File: config.mk
export PLATFORM = sky130hd
export DESIGN_NAME = constant_string_pattern_match_flat
export DESIGN_NICKNAME = d
export VERILOG_FILES = /design/src/rtl/cspm_pkg.sv /design/src/rtl/cspm_if.sv /design/src/rtl/cspm_cfg_regs.sv /design/src/rtl/cspm_in_stage.sv /design/src/rtl/cspm_core.sv /design/src/rtl/constant_string_pattern_match.sv /design/src/flat_wrapper.sv
export SDC_FILE = /design/constraint.sdc
export NUM_CORES = 1
export LEC_CHECK = 0
export BUFFER_PORTS_ARGS = -buffer_cell sky130_fd_sc_hd__buf_2
export CORE_MARGIN = 1
export CORE_UTILIZATION = 45
export CTS_CLUSTER_DIAMETER = 30
export CTS_CLUSTER_SIZE = 24
export DETAILED_ROUTE_END_ITERATION = 6
export GPL_TIMING_DRIVEN = 0
export PLACE_DENSITY_LB_ADDON = 0.12
export REMOVE_ABC_BUFFERS = 1
export SYNTH_ARGS = -nofsm -noshare
export SYNTH_HDL_FRONTEND = slang
export SYNTH_SLANG_ARGS = --single-unit
File: constraint.sdc
create_clock -name clk -period 11.85 [get_ports clk]
set_input_delay 1.185 -clock clk [delete_from_list [all_inputs] [get_ports clk]]
set_output_delay 1.185 -clock clk [all_outputs]
set_load 0.01 [all_outputs]
File: src/rtl/cspm_pkg.sv
// ----------------------------------------------------------------------------
// cspm_pkg
// Shared types and constants for the constant string pattern matcher.
// ----------------------------------------------------------------------------
package cspm_pkg;

  localparam int MAX_PATTERN_BYTES = 16;
  localparam int LEN_W             = $clog2(MAX_PATTERN_BYTES + 2);
  localparam int IDX_W             = $clog2(MAX_PATTERN_BYTES);
  localparam int CFG_DATA_W        = 64;
  localparam int CFG_IDX_W         = 2;

  typedef enum logic [1:0] {
    MODE_EQUALS   = 2'd0,
    MODE_STARTS   = 2'd1,
    MODE_ENDS     = 2'd2,
    MODE_CONTAINS = 2'd3
  } mode_t;

  typedef enum logic [CFG_IDX_W-1:0] {
    CFG_MATCH_MODE     = 2'd0,
    CFG_PATTERN_LENGTH = 2'd1,
    CFG_PATTERN_LOW    = 2'd2,
    CFG_PATTERN_HIGH   = 2'd3
  } cfg_reg_t;

  typedef struct packed {
    logic [7:0] value_byte;
    logic       byte_present;
    logic       last_byte;
    logic       value_null;
  } item_t;

  typedef struct packed {
    logic  valid;
    item_t item;
  } stage_t;

  typedef struct packed {
    mode_t                              mode;
    logic [LEN_W-1:0]                   len;
    logic [MAX_PATTERN_BYTES-1:0][7:0]  pattern;
  } cfg_t;

endpackage

File: src/rtl/cspm_if.sv
// ----------------------------------------------------------------------------
// cspm channel interfaces
// Valid/ready channels for input bytes and match results.
// ----------------------------------------------------------------------------
interface cspm_in_if;
  logic       valid;
  logic       ready;
  logic [7:0] value_byte;
  logic       byte_present;
  logic       last_byte;
  logic       value_null;

  modport source (output valid, value_byte, byte_present, last_byte, value_null,
                  input ready);
  modport sink   (input valid, value_byte, byte_present, last_byte, value_null,
                  output ready);
endinterface

interface cspm_out_if;
  logic valid;
  logic ready;
  logic matched;
  logic result_null;

  modport source (output valid, matched, result_null, input ready);
  modport sink   (input valid, matched, result_null, output ready);
endinterface

File: src/rtl/cspm_cfg_regs.sv
// ----------------------------------------------------------------------------
// cspm_cfg_regs
// Configuration register file: mode, pattern length and pattern bytes.
// ----------------------------------------------------------------------------
module cspm_cfg_regs (
  input  logic                            clk,
  input  logic                            rst_n,
  input  logic                            cfg_we,
  input  logic [cspm_pkg::CFG_IDX_W-1:0]  cfg_index,
  input  logic [cspm_pkg::CFG_DATA_W-1:0] cfg_wdata,
  output cspm_pkg::cfg_t                  cfg
);

  cspm_pkg::mode_t               mode_r;
  logic [cspm_pkg::LEN_W-1:0]    len_r;
  logic [cspm_pkg::CFG_DATA_W-1:0] pat_low_r;
  logic [cspm_pkg::CFG_DATA_W-1:0] pat_high_r;

  always_ff @(posedge clk) begin
    if (!rst_n) begin
      mode_r     <= cspm_pkg::MODE_CONTAINS;
      len_r      <= '0;
      pat_low_r  <= '0;
      pat_high_r <= '0;
    end else if (cfg_we) begin
      case (cspm_pkg::cfg_reg_t'(cfg_index))
        cspm_pkg::CFG_MATCH_MODE:     mode_r     <= cspm_pkg::mode_t'(cfg_wdata[1:0]);
        cspm_pkg::CFG_PATTERN_LENGTH: len_r      <= cfg_wdata[cspm_pkg::LEN_W-1:0];
        cspm_pkg::CFG_PATTERN_LOW:    pat_low_r  <= cfg_wdata;
        cspm_pkg::CFG_PATTERN_HIGH:   pat_high_r <= cfg_wdata;
        default: ;
      endcase
    end
  end

  always_comb begin
    cfg.mode    = mode_r;
    cfg.len     = (len_r > cspm_pkg::LEN_W'(cspm_pkg::MAX_PATTERN_BYTES))
                  ? cspm_pkg::LEN_W'(cspm_pkg::MAX_PATTERN_BYTES) : len_r;
    cfg.pattern = {pat_high_r, pat_low_r};
  end

endmodule

File: src/rtl/cspm_in_stage.sv
// ----------------------------------------------------------------------------
// cspm_in_stage
// Input register: captures one input transaction per cycle when not stalled.
// ----------------------------------------------------------------------------
module cspm_in_stage (
  input  logic             clk,
  input  logic             rst_n,
  cspm_in_if.sink          in_ch,
  input  logic             take,
  output cspm_pkg::stage_t stage
);

  logic               valid_r;
  cspm_pkg::item_t    item_r;
  logic               load;

  assign in_ch.ready = !valid_r || take;
  assign load        = in_ch.valid && in_ch.ready;

  always_ff @(posedge clk) begin
    if (!rst_n) begin
      valid_r <= 1'b0;
    end else if (in_ch.ready) begin
      valid_r <= in_ch.valid;
    end
  end

  always_ff @(posedge clk) begin
    if (load) begin
      item_r.value_byte   <= in_ch.value_byte;
      item_r.byte_present <= in_ch.byte_present;
      item_r.last_byte    <= in_ch.last_byte;
      item_r.value_null   <= in_ch.value_null;
    end
  end

  assign stage.valid = valid_r;
  assign stage.item  = item_r;

endmodule

File: src/rtl/cspm_core.sv
// ----------------------------------------------------------------------------
// cspm_core
// Per-value match state, byte window compare and result register.
// ----------------------------------------------------------------------------
module cspm_core (
  input  logic             clk,
  input  logic             rst_n,
  input  cspm_pkg::stage_t stage,
  input  cspm_pkg::cfg_t   cfg,
  output logic             take,
  cspm_out_if.source       out_ch
);

  localparam int N = cspm_pkg::MAX_PATTERN_BYTES;
  localparam int L = cspm_pkg::LEN_W;
  localparam int I = cspm_pkg::IDX_W;

  logic [N-1:0][7:0] win_r,  win_nxt;
  logic [L-1:0]      seen_r, seen_nxt;
  logic              prefix_ok_r, prefix_ok_nxt;
  logic              found_r, found_nxt;
  logic              null_r, null_nxt;
  logic              out_valid_r, out_valid_nxt;
  logic              matched_r, matched_nxt;
  logic              rnull_r, rnull_nxt;

  logic              tail_hit;
  logic              m;
  logic [L-1:0]      pidx;
  logic              last;

  assign take = stage.valid && (!out_valid_r || out_ch.ready);
  assign last = stage.item.last_byte;

  always_comb begin
    win_nxt       = win_r;
    seen_nxt      = seen_r;
    prefix_ok_nxt = prefix_ok_r;
    null_nxt      = null_r | stage.item.value_null;

    if (stage.item.byte_present) begin
      if (seen_r < cfg.len && stage.item.value_byte != cfg.pattern[seen_r[I-1:0]]) begin
        prefix_ok_nxt = 1'b0;
      end
      win_nxt = {win_r[N-2:0], stage.item.value_byte};
      if (seen_r < L'(N + 1)) begin
        seen_nxt = seen_r + L'(1);
      end
    end

    tail_hit = 1'b1;
    pidx     = '0;
    for (int k = 0; k < N; k++) begin
      if (L'(k) < cfg.len) begin
        pidx = cfg.len - L'(1) - L'(k);
        if (win_nxt[k] != cfg.pattern[pidx[I-1:0]]) begin
          tail_hit = 1'b0;
        end
      end
    end

    found_nxt = found_r | (stage.item.byte_present && cfg.len != '0 &&
                           seen_nxt >= cfg.len && tail_hit);

    case (cfg.mode)
      cspm_pkg::MODE_EQUALS: m = (seen_nxt == cfg.len) && prefix_ok_nxt;
      cspm_pkg::MODE_STARTS: m = (seen_nxt >= cfg.len) && prefix_ok_nxt;
      cspm_pkg::MODE_ENDS:   m = (seen_nxt >= cfg.len) && tail_hit;
      default:               m = (cfg.len == '0) || found_nxt;
    endcase

    out_valid_nxt = out_valid_r && !out_ch.ready;
    matched_nxt   = matched_r;
    rnull_nxt     = rnull_r;
    if (take && last) begin
      out_valid_nxt = 1'b1;
      matched_nxt   = m && !null_nxt;
      rnull_nxt     = null_nxt;
      seen_nxt      = '0;
      prefix_ok_nxt = 1'b1;
      found_nxt     = 1'b0;
      null_nxt      = 1'b0;
    end
  end

  always_ff @(posedge clk) begin
    if (!rst_n) begin
      seen_r      <= '0;
      prefix_ok_r <= 1'b1;
      found_r     <= 1'b0;
      null_r      <= 1'b0;
      out_valid_r <= 1'b0;
    end else begin
      out_valid_r <= out_valid_nxt;
      if (take) begin
        seen_r      <= seen_nxt;
        prefix_ok_r <= prefix_ok_nxt;
        found_r     <= found_nxt;
        null_r      <= null_nxt;
      end
    end
  end

  always_ff @(posedge clk) begin
    if (take) begin
      win_r <= win_nxt;
    end
    matched_r <= matched_nxt;
    rnull_r   <= rnull_nxt;
  end

  assign out_ch.valid       = out_valid_r;
  assign out_ch.matched     = matched_r;
  assign out_ch.result_null = rnull_r;

endmodule

File: src/rtl/constant_string_pattern_match.sv
// Path: the last byte of a value passes through the input register, and its result is then held in the result register.
// Throughput: one input transaction per cycle; the input register and the result
// register stall together only when a result waits and the output is not ready.
// Reset: synchronous, active-low rst_n; mode resets to contains, pattern to empty,
// per-value state cleared. The byte window is not reset.
// ----------------------------------------------------------------------------
// constant_string_pattern_match
// Streams string bytes and tests each value against a constant pattern in
// equals, starts-with, ends-with or contains mode.
// ----------------------------------------------------------------------------
module constant_string_pattern_match (
  input  logic                            clk,
  input  logic                            rst_n,
  cspm_in_if.sink                         in_ch,
  cspm_out_if.source                      out_ch,
  input  logic                            cfg_we,
  input  logic [cspm_pkg::CFG_IDX_W-1:0]  cfg_index,
  input  logic [cspm_pkg::CFG_DATA_W-1:0] cfg_wdata
);

  cspm_pkg::cfg_t   cfg;
  cspm_pkg::stage_t stage;
  logic             take;

  cspm_cfg_regs u_cfg (
    .clk       (clk),
    .rst_n     (rst_n),
    .cfg_we    (cfg_we),
    .cfg_index (cfg_index),
    .cfg_wdata (cfg_wdata),
    .cfg       (cfg)
  );

  cspm_in_stage u_in (
    .clk   (clk),
    .rst_n (rst_n),
    .in_ch (in_ch),
    .take  (take),
    .stage (stage)
  );

  cspm_core u_core (
    .clk    (clk),
    .rst_n  (rst_n),
    .stage  (stage),
    .cfg    (cfg),
    .take   (take),
    .out_ch (out_ch)
  );

endmodule

File: src/flat_wrapper.sv
// flat-port wrapper written by rule: the top's interface ports become plain ports
module constant_string_pattern_match_flat 
  (clk, rst_n, cfg_we, cfg_index, cfg_wdata, in_ch_valid, in_ch_value_byte, in_ch_byte_present, in_ch_last_byte, in_ch_value_null, in_ch_ready, out_ch_valid, out_ch_matched, out_ch_result_null, out_ch_ready);
  cspm_in_if in_ch_i ();
  cspm_out_if out_ch_i ();
  input  logic clk;
  input  logic rst_n;
  input  logic cfg_we;
  input  logic [cspm_pkg::CFG_IDX_W-1:0] cfg_index;
  input  logic [cspm_pkg::CFG_DATA_W-1:0] cfg_wdata;
  input wire logic [$bits(in_ch_i.valid)-1:0] in_ch_valid;
  input wire logic [$bits(in_ch_i.value_byte)-1:0] in_ch_value_byte;
  input wire logic [$bits(in_ch_i.byte_present)-1:0] in_ch_byte_present;
  input wire logic [$bits(in_ch_i.last_byte)-1:0] in_ch_last_byte;
  input wire logic [$bits(in_ch_i.value_null)-1:0] in_ch_value_null;
  output wire logic [$bits(in_ch_i.ready)-1:0] in_ch_ready;
  output wire logic [$bits(out_ch_i.valid)-1:0] out_ch_valid;
  output wire logic [$bits(out_ch_i.matched)-1:0] out_ch_matched;
  output wire logic [$bits(out_ch_i.result_null)-1:0] out_ch_result_null;
  input wire logic [$bits(out_ch_i.ready)-1:0] out_ch_ready;
  assign in_ch_i.valid = in_ch_valid;
  assign in_ch_i.value_byte = in_ch_value_byte;
  assign in_ch_i.byte_present = in_ch_byte_present;
  assign in_ch_i.last_byte = in_ch_last_byte;
  assign in_ch_i.value_null = in_ch_value_null;
  assign in_ch_ready = in_ch_i.ready;
  assign out_ch_valid = out_ch_i.valid;
  assign out_ch_matched = out_ch_i.matched;
  assign out_ch_result_null = out_ch_i.result_null;
  assign out_ch_i.ready = out_ch_ready;
  constant_string_pattern_match u_core (.clk(clk), .rst_n(rst_n), .in_ch(in_ch_i), .out_ch(out_ch_i), .cfg_we(cfg_we), .cfg_index(cfg_index), .cfg_wdata(cfg_wdata));
endmodule
==> results of run 1 <==
==> through the flow <==
step / worst slack, ps / cell area [um^2] / util
3_5_place_dp: 3260 / 23900 / 0.486
2_1_floorplan: 726 / 21800 / -
3_3_place_gp: -5300 / 23100 / 0.469
5_1_grt: 3190 / 26700 / 0.541
6_report: 3420 / 26700 / 0.541
4_1_cts: 3230 / 26600 / 0.541
==> critical path: stages (launching register included) <==
cell       delay, ps
dfxtp_2          770
nor2b_4          890
buf_12           300
inv_4            240
ha_1             390
xnor2_4          980
inv_2            720
nor3_2          1140
nor4_1           200
o21ai_0          480
nor4b_1          530
a41oi_1          200
a221o_1          310
a2111oi_2        510
nand4_1          250
a32oi_1          260
==> logic make-up (layout without fill, tap and decap cells) <==
logic type	count (synthesis)	in the layout	share of synthesized area
mux	496	496	0.279
compound gates	457	457	0.145
fa+ha+maj	20	20	0.0111
buf+inv	258	349	0.0489
simple gates	605	605	0.124
flops	286	286	0.315
xor+xnor	192	192	0.0758
==> layer usage <==
| metal | up-vias | global-route usage |
|---|---|---|
| met4 | 0 | 0.138 |
| met1 | 9766 | 0.457 |
| met2 | 917 | 0.502 |
| met3 | 146 | 0.0557 |
| met5 | - | 0 |
| li1 | 8678 | - |
==> power by group <==
part / switching (mW) / internal, mW
combinational: 0.438 / 0.288
sequential: 0.0559 / 1.09
clock: 0.675 / 1.47
total: 1.17 / 2.84
==> flip-flops by register name, summed over array words and instances (netlist names) <==
register                          flops
u_core.u_core.win_r                 128
u_core.u_cfg.pat_high_r              64
u_core.u_cfg.pat_low_r               64
u_core.u_in.stage                    11
u_core.u_cfg.len_r                    5
u_core.u_core.seen_r                  5
u_core.u_cfg.mode_r                   2
u_core.u_core.found_r                 1
u_core.u_core.null_r                  1
u_core.u_core.out_ch.matched          1
u_core.u_core.out_ch.result_null      1
u_core.u_core.out_ch.valid            1
u_core.u_core.prefix_ok_r             1
u_core.u_in.valid_r                   1
==> cells in the final DEF, fill, tap and decap left out, types with 16 or more instances in the layout <==
cell       synthesis  final
xnor2_1          172    169
mux2_2            81     81
nor2_1            85     81
o221ai_1          17     17
edfxtp_1         141    141
dfxtp_1          145    139
a21boi_0         131    131
o22a_1            16     16
nand3_1           25     24
nand2_1          324    324
xor2_1            17     17
o2111ai_1         18     18
nor3b_1           25     24
inv_1             73     71
a21oi_1           41     41
o21ai_0           61     61
o22ai_1           16     16
nor2b_1           27     25
clkbuf_16          0     87
a22oi_1           40     40
mux4_2            99     99
mux2i_1          315    315
nand4_1           30     30
nor3_1            23     23
ha_1              20     18
buf_2             50     84
clkinv_2           0     21
==> how the worst max path moves through the flow <==
stage                     slack (ps)                                endpoint                                from  cells past startpoint
after CTS                       3230  u_core.u_core.out_ch.matched$_DFFE_PP_  u_core.u_cfg.len_r[0]$_SDFFE_PN0P_                     15
after floorplan                  730  u_core.u_core.out_ch.matched$_DFFE_PP_  u_core.u_cfg.len_r[1]$_SDFFE_PN0P_                     14
after global placement         -5300  u_core.u_core.out_ch.matched$_DFFE_PP_  u_core.u_cfg.len_r[1]$_SDFFE_PN0P_                     14
final                           3420  u_core.u_core.out_ch.matched$_DFFE_PP_  u_core.u_cfg.len_r[0]$_SDFFE_PN0P_                     15
after detailed placement        3260  u_core.u_core.out_ch.matched$_DFFE_PP_  u_core.u_cfg.len_r[0]$_SDFFE_PN0P_                     15
after global routing            3190  u_core.u_core.out_ch.matched$_DFFE_PP_  u_core.u_cfg.len_r[0]$_SDFFE_PN0P_                     15
==> cell type report <==
cell class,count,area share
clock inverter,46,0.0156
clock buffer,103,0.0862
sequential,286,0.268
inverter,79,0.0114
timing repair buffer,121,0.0437
tap,664,0.0312
multi-input combinational,1770,0.543
==> results.sh, run 1 <==
export IMPL_initial_core_util=0.459
export IMPL_nets=2440
export IMPL_cap_viol_max_count=1
export IMPL_grt_total_usage=0.328
export IMPL_hp_class="reg2reg"
export IMPL_ctsResizeCount=0
export IMPL_cts_buffers=80
export IMPL_hold_path_endpoint="u_core.u_core.null_r$_SDFFE_PN0P_"
export IMPL_powerDensity_mw_per_mm2=151
export IMPL_irDropWorstVdd_v=0.000102
export IMPL_grt_overflow_total=0
export IMPL_viasPerCell=6.36
export IMPL_ys_ff_latch=286
export IMPL_pin_count=86
export IMPL_netlist_instances=2314
export IMPL_worst_r2r_path_depth=15
export IMPL_final_setup_viol_count=0
export IMPL_cts_root_buf="clkbuf_16"
export IMPL_grt_max_degree=106
export IMPL_finalPower_mw=4.01
export IMPL_synth_top_area_cell="edfxtp_1"
export IMPL_r2r_end="u_core.u_core.out_ch.matched$_DFFE_PP_"
export IMPL_start_kind="flop"
export IMPL_rsz0062_at_grt="no"
export IMPL_criticalPathCategory="reg2reg"
export IMPL_routedLengthMet1_um=36200
export IMPL_tns_ps=0
export IMPL_wl_met2_um=37700
export IMPL_clkTransAtPathRegs_ps=50
export IMPL_cp_arrival_ps=8880
export IMPL_wl_met3_um=6840
export IMPL_multiInputGateArea_mm2=0.0145
export IMPL_synthFlopType="dfxtp_1"
export IMPL_finalCritPeriodShare=0.711
export IMPL_worstSetupEndpointType="flop"
export IMPL_yosysTopAreaCellShare=0.187
export IMPL_die_x_um=226
export IMPL_slew_headroom=0.00885
export IMPL_seq_area_frac_synth=0.315
export IMPL_place_gp_congestion=1.01
export IMPL_r2r_slack_ps=3420
export IMPL_num_antenna_cells=0
export IMPL_post_cts_setup_buffer_count=0
export IMPL_fin_crit_ps=8430
export IMPL_fillers=4434
export IMPL_cts_hold_buf=0
export IMPL_violations="max-capacitance violations"
export IMPL_netlist_area_mm2=0.0226
export IMPL_top_layer="met4"
export IMPL_numClockSinks=286
export IMPL_grt_pass1_wl_um=123000
export IMPL_synth_edff_count=141
export IMPL_tritoncts="yes"
export IMPL_drtIter0Drc=1878
export IMPL_worstHoldStart="u_core.u_core.null_r$_SDFFE_PN0P_"
export IMPL_fin_skew_ps=16.3
export IMPL_drt_pass1_iterations=5
export IMPL_synth_area_per_cell_um2=9.78
export IMPL_ys_warn_count=0
export IMPL_die_y_um=226
export IMPL_hold_ws_ps=470
export IMPL_port_buffers=85
export IMPL_rr_startpoint="u_core.u_cfg.len_r[0]$_SDFFE_PN0P_"
export IMPL_synth_cell_types=83
export IMPL_ant_nets=0
export IMPL_num_vias=19500
export IMPL_routed_wl_um=83600
export IMPL_grt_antenna_before_repair=1
export IMPL_outcome="complete, but fails checks"
export IMPL_max_freq_ghz=0.119
export IMPL_worst_pin_slew_ps=1480
export IMPL_dp_cells=2919
export IMPL_yosysMostFrequentCell="nand2_1"
export IMPL_rows=81
export IMPL_leakagePower_nw=9.44
export IMPL_netlist_top_cells_count="324 x nand2_1, 315 x mux2i_1, 172 x xnor2_1"
export IMPL_ys_top_cells_by_area="edfxtp_1 19%, mux2i_1 14%, dfxtp_1 13%"
export IMPL_grt_pass1_vias=18700
export IMPL_hpwlAfterDp_um=60300
export IMPL_seq_area_mm2=0.00715
export IMPL_wl_per_cell_um=27.3
export IMPL_drive_above_1_share=0.200
export IMPL_fin_cells=3069
export IMPL_slew_viol_final=0
export IMPL_drc=0
export IMPL_crit_path_max_fanout=34
export IMPL_hold_viol=0
export IMPL_core_area_mm2=0.0493
export IMPL_syn_to_final_growth_pct=17.8
export IMPL_hold_depth=2
export IMPL_cts_max_level=3
export IMPL_dieArea_mm2=0.0512
export IMPL_ys_async_sr_fraction=0
export IMPL_clk_path_buf_depth=3
export IMPL_clk_latency_ps=620
export IMPL_cp_data_required_time_ps=12300
Note: power is estimated with default switching activity, not from simulation.
==> inputs of run 2 (changes only) <==
ABC_AREA = 1   (was unset)
clock period = 8.4 ns   (was 11.85 ns; I/O delays follow)
==> results.sh, run 2 <==
export IMPL_max_freq_ghz=0.126
export IMPL_dp_cells=4133
export IMPL_worstSetupEndpointType="flop"
export IMPL_netlist_area_mm2=0.0223
export IMPL_multiInputGateArea_mm2=0.0129
export IMPL_grt_pass1_vias=23100
export IMPL_drive_above_1_share=0.0854
export IMPL_worst_pin_slew_ps=1490
export IMPL_die_y_um=225
export IMPL_initial_core_util=0.455
export IMPL_hp_class="in2reg"
export IMPL_synth_edff_count=141
export IMPL_synth_area_per_cell_um2=6.22
export IMPL_yosysTopAreaCellShare=0.203
export IMPL_fin_skew_ps=25.7
export IMPL_clkTransAtPathRegs_ps=50
export IMPL_yosysMostFrequentCell="nand2_1"
export IMPL_synthFlopType="dfxtp_1"
export IMPL_grt_pass1_wl_um=134000
export IMPL_cts_buffers=85
export IMPL_rows=81
export IMPL_finalCritPeriodShare=0.945
export IMPL_top_regs="u_core.u_core.win_r: 128 flops, u_core.u_cfg.pat_high_r: 64 flops, u_core.u_cfg.pat_low_r: 64 flops"
export IMPL_synth_top_area_cell="nand3_1"
export IMPL_largest_reg_flops=128
export IMPL_critPathMaxStageDelay_ps=880
export IMPL_final_setup_viol_count=0
export IMPL_ys_warn_count=0
export IMPL_largest_register="u_core.u_core.win_r"
export IMPL_ys_ff_latch=286
export IMPL_wl_per_cell_um=20.7
export IMPL_slew_viol_final=0
export IMPL_dp_slack_ps=-566
export IMPL_hold_depth=1
export IMPL_ys_top_cells_by_area="nand3_1 20%, edfxtp_1 19%, nand2_1 18%"
export IMPL_numClockSinks=286
export IMPL_ys_async_sr_fraction=0
export IMPL_placed_cell_area_mm2=0.0232
export IMPL_cts_hold_buf=0
export IMPL_final_area_mm2=0.0262
export IMPL_fin_crit_ps=7940
export IMPL_fin_cells=4292
export IMPL_setup_slack_ps=459
export IMPL_outcome="complete, but fails checks"
export IMPL_die_x_um=225
export IMPL_hpwlAfterDp_um=61200
export IMPL_finalPower_mw=6.63
export IMPL_cp_arrival_ps=8430
export IMPL_viasPerCell=5.91
export IMPL_violations="design-rule violations, max-capacitance violations"
export IMPL_dieArea_mm2=0.0504
export IMPL_netlist_instances=3581
export IMPL_drtIter0Drc=3069
export IMPL_hold_ws_ps=381
export IMPL_nets=3658
export IMPL_path_common_cell="nand2_1"
export IMPL_pin_count=86
export IMPL_place_gp_congestion=0.948
export IMPL_seq_area_frac_synth=0.320
export IMPL_fillers=4833
export IMPL_slew_headroom=0.00198
export IMPL_grt_max_degree=91
export IMPL_drt_pass1_iterations=7
export IMPL_final_cell_mix="1084 x nand2_1, 902 x nand3_1, 326 x inv_1"
export IMPL_post_cts_setup_buffer_count=0
export IMPL_syn_to_final_growth_pct=17.7
export IMPL_grt_total_usage=0.351
export IMPL_grt_antenna_before_repair=1
export IMPL_cts_max_level=3
export IMPL_irDropWorstVdd_v=0.000206
export IMPL_rsz0062_at_grt="no"
export IMPL_routed_wl_um=88800
export IMPL_final_common_cell="nand2_1"
export IMPL_netlist_top_cells_count="1085 x nand2_1, 903 x nand3_1, 329 x inv_1"
export IMPL_cap_viol_max_count=1
export IMPL_tritoncts="yes"
export IMPL_worst_r2r_path_depth=28
export IMPL_tns_ps=0
export IMPL_num_antenna_cells=0
export IMPL_start_kind="flop"
export IMPL_powerDensity_mw_per_mm2=253
export IMPL_synth_cell_types=47
export IMPL_criticalPathCategory="reg2reg"
export IMPL_crit_path_max_fanout=90
export IMPL_clk_latency_ps=630
export IMPL_drc=1
export IMPL_cp_data_required_time_ps=8890
export IMPL_hold_viol=0
export IMPL_port_buffers=85
export IMPL_crit_path_top_delay_cell="ha_4"
export IMPL_leakagePower_nw=12.1
export IMPL_core_area_mm2=0.0490
export IMPL_seq_area_mm2=0.00715
export IMPL_utilization=0.536
export IMPL_cts_root_buf="clkbuf_16"
export IMPL_clk_path_buf_depth=3
export IMPL_ant_nets=0
export IMPL_grt_overflow_total=0
export IMPL_num_vias=25300
==> run 2: critical path, delay by kind of cell, from the launching register on <==
kind	cells	cell delay [ps]
flops	1	690
buf+inv	6	2290
xor+xnor	1	780
fa+ha+maj	2	1320
simple gates	19	2490
==> run 2: repair_timing <==
action	CTS	global route
setup endpoints to repair	2	2
gates resized for setup	2	2
gates cloned	0	0
pin swaps	0	0
==> run 2: power breakdown <==
group,switching [mW],leakage [nW],internal [mW]
clock network,1.03,1.49,2.31
registers,0.0454,2.52,1.55
logic,1.23,8.13,0.470
total,2.30,12.1,4.33
==> run 2: cell type report <==
type	count	area share
inverters	344	0.0498
clock inverters	46	0.0198
flip-flops and latches	286	0.272
repair buffers	106	0.0373
clock buffers	113	0.0954
well taps	664	0.0317
multi-input cells	2733	0.494
==> run 2: final timing paths <==
kind | to | from | slack (ps)
hold reg to reg | u_core.u_core.found_r$_SDFFE_PN0P_ | u_core.u_core.found_r$_SDFFE_PN0P_ | 470
setup reg to reg | u_core.u_core.out_ch.matched$_DFFE_PP_ | u_core.u_cfg.len_r[0]$_SDFFE_PN0P_ | 460
setup / recovery | u_core.u_core.out_ch.matched$_DFFE_PP_ | u_core.u_cfg.len_r[0]$_SDFFE_PN0P_ | 460
hold / removal | u_core.u_in.stage[0]$_DFFE_PP_ | in_ch_value_null | 380
==> run 2: cells by family after synthesis <==
family	count (synthesis)	share of synthesized area
AO/OA/AOI/OAI	545	0.128
XOR/XNOR	22	0.0115
adder cells (fa/ha/maj)	20	0.0112
buffers and inverters	562	0.102
flip-flops	286	0.320
AND/OR/NAND/NOR	2146	0.427
==> run 2: layer usage <==
metal	wire length (um)	up-vias	track usage
li1	-	12000	-
met1	37700	11800	0.474
met2	37500	1315	0.523
met3	9090	266	0.0724
met4	4520	0	0.189
met5	0	-	0
==> inputs of run 3 (changes only) <==
--- a/config.mk
+++ b/config.mk
@@ -8,6 +8,6 @@
 export ABC_AREA = 1
 export BUFFER_PORTS_ARGS = -buffer_cell sky130_fd_sc_hd__buf_2
-export CORE_MARGIN = 1
 export CORE_UTILIZATION = 45
+export CTS_BUF_LIST = sky130_fd_sc_hd__clkbuf_8
 export CTS_CLUSTER_DIAMETER = 30
 export CTS_CLUSTER_SIZE = 24
==> constraint.sdc (replaced) <==
create_clock -name clk -period 8.4 [get_ports clk]
set_input_delay 0.84 -clock clk [delete_from_list [all_inputs] [get_ports clk]]
set_output_delay 0.84 -clock clk [all_outputs]
set_load 0.05 [all_outputs]
==> results.sh, run 3 (synthesis gave the netlist of run 2 again) <==
export IMPL_outcome="complete, but fails checks"
export IMPL_violations="design-rule violations"
export IMPL_cts_root_buf="clkbuf_8"
export IMPL_path_delay_family="simple AND/OR/NAND/NOR gates"
export IMPL_clkTransAtPathRegs_ps=70
export IMPL_critPathMaxStageDelay_ps=880
export IMPL_dieArea_mm2=0.0504
export IMPL_drc=8
export IMPL_crit_start="u_core.u_cfg.len_r[0]$_SDFFE_PN0P_"
export IMPL_syn_to_final_growth_pct=13.3
export IMPL_tritoncts="yes"
export IMPL_leakagePower_nw=11.7
export IMPL_dp_slack_ps=-566
export IMPL_clk_latency_ps=700
export IMPL_cp_arrival_ps=8480
export IMPL_drt_pass1_iterations=7
export IMPL_irDropWorstVdd_v=0.000157
export IMPL_final_common_cell="nand2_1"
export IMPL_crit_path_end="u_core.u_core.out_ch.matched$_DFFE_PP_"
export IMPL_fin_crit_ps=7920
export IMPL_drtIter0Drc=2971
export IMPL_drive_above_1_share=0.0854
export IMPL_utilization=0.516
export IMPL_port_buffers=85
export IMPL_cap_viol_max_count=0
export IMPL_rr_startpoint="u_core.u_cfg.len_r[0]$_SDFFE_PN0P_"
export IMPL_slew_headroom=0.0224
export IMPL_largest_register="u_core.u_core.win_r"
export IMPL_post_cts_setup_buffer_count=0
export IMPL_dp_cells=4133
export IMPL_critPathBufInv=7
export IMPL_setup_slack_ps=476
export IMPL_viasPerCell=5.87
export IMPL_worstSetupEndpointType="flop"
export IMPL_crit_path_top_delay_cell="ha_4"
export IMPL_r2r_slack_ps=480
export IMPL_worst_r2r_path_depth=30
export IMPL_path_common_cell="nand2_1"
export IMPL_placed_cell_area_mm2=0.0232
export IMPL_initial_core_util=0.455
export IMPL_grt_overflow_total=0
export IMPL_finalPower_mw=5.66
export IMPL_grt_antenna_before_repair=1
export IMPL_hp_class="in2reg"
export IMPL_cp_depth=30
export IMPL_tns_ps=0
export IMPL_routed_wl_um=88400
export IMPL_r2r_end="u_core.u_core.out_ch.matched$_DFFE_PP_"
export IMPL_grt_total_usage=0.349
export IMPL_grt_pass1_vias=23100
export IMPL_powerDensity_mw_per_mm2=224
export IMPL_die_x_um=225
export IMPL_nets=3658
export IMPL_final_cell_mix="1084 x nand2_1, 902 x nand3_1, 336 x inv_1"
export IMPL_worst_pin_slew_ps=1460
export IMPL_top_regs="u_core.u_core.win_r: 128 flops, u_core.u_cfg.pat_high_r: 64 flops, u_core.u_cfg.pat_low_r: 64 flops"
export IMPL_place_gp_congestion=0.948
export IMPL_criticalPathCategory="reg2reg"
export IMPL_hold_ws_ps=319
export IMPL_rsz0062_at_grt="no"
export IMPL_fin_cells=4293
export IMPL_ant_nets=0
export IMPL_final_setup_viol_count=0
export IMPL_largest_reg_flops=128
export IMPL_cts_hold_buf=0
export IMPL_grt_max_degree=91
export IMPL_max_freq_ghz=0.126
export IMPL_start_kind="flop"
export IMPL_hold_viol=0
export IMPL_die_y_um=225
export IMPL_slew_viol_final=0
export IMPL_hpwlAfterDp_um=61200
export IMPL_crit_path_max_fanout=90
export IMPL_wl_per_cell_um=20.6
export IMPL_grt_pass1_wl_um=133000
export IMPL_cts_max_level=3
export IMPL_clk_path_buf_depth=3
export IMPL_cts_buffers=85
export IMPL_core_area_mm2=0.0490
export IMPL_num_vias=25200
export IMPL_numClockSinks=286
export IMPL_fin_skew_ps=31.6
export IMPL_final_area_mm2=0.0253
export IMPL_finalCritPeriodShare=0.943
export IMPL_rows=81
export IMPL_pin_count=86
export IMPL_cp_data_required_time_ps=8950
[run 3: cell types whose count changed in the layout (fill, tap and decap cells not counted), sizes merged]
cell      change
clkinv        -2
clkbuf       -17
diode         +1
bufinv        +7
inv          +10
clkinvlp      +2
[run 3: layout make-up]
cell class	count	area (um^2)
sequential	286	7150
antenna	1	2.50
clock inverter	63	728
fill	4949	23700
timing repair buffer	106	978
multi-input combinational	2733	12900
clock buffer	96	1320
inverter	344	1310
tap	664	831
[run 3: worst min-delay path by stage]
stage / startpoint / endpoint / cells past startpoint
4_1_cts: in_ch_value_null / u_core.u_in.stage[0]$_DFFE_PP_ / 1
6_report: in_ch_byte_present / u_core.u_in.stage[2]$_DFFE_PP_ / 1
3_3_place_gp: u_core.u_core.prefix_ok_r$_SDFFE_PN1P_ / u_core.u_core.prefix_ok_r$_SDFFE_PN1P_ / 1
5_1_grt: in_ch_value_null / u_core.u_in.stage[0]$_DFFE_PP_ / 1
2_1_floorplan: u_core.u_core.prefix_ok_r$_SDFFE_PN1P_ / u_core.u_core.prefix_ok_r$_SDFFE_PN1P_ / 1
3_5_place_dp: u_core.u_core.prefix_ok_r$_SDFFE_PN1P_ / u_core.u_core.prefix_ok_r$_SDFFE_PN1P_ / 1
[run 3: layer usage]
layer  GRT usage  share of wire  up-vias
met3      0.0692           0.10      245
met5           0              0        -
met4       0.185          0.049        0
met1       0.474           0.42    11700
li1            -              -    12000
met2       0.522           0.42     1306
[run 3: timing repair]
item / in CTS / in global routing
setup endpoints to repair: 2 / 1
gates resized for setup: 2 / 2
pin swaps: 0 / 0
[run 3: power by group]
| part | internal (mW) | switching, mW | leakage, nW |
|---|---|---|---|
| registers | 1.55 | 0.0453 | 2.52 |
| logic | 0.470 | 1.23 | 8.13 |
| clock network | 1.50 | 0.862 | 1.08 |
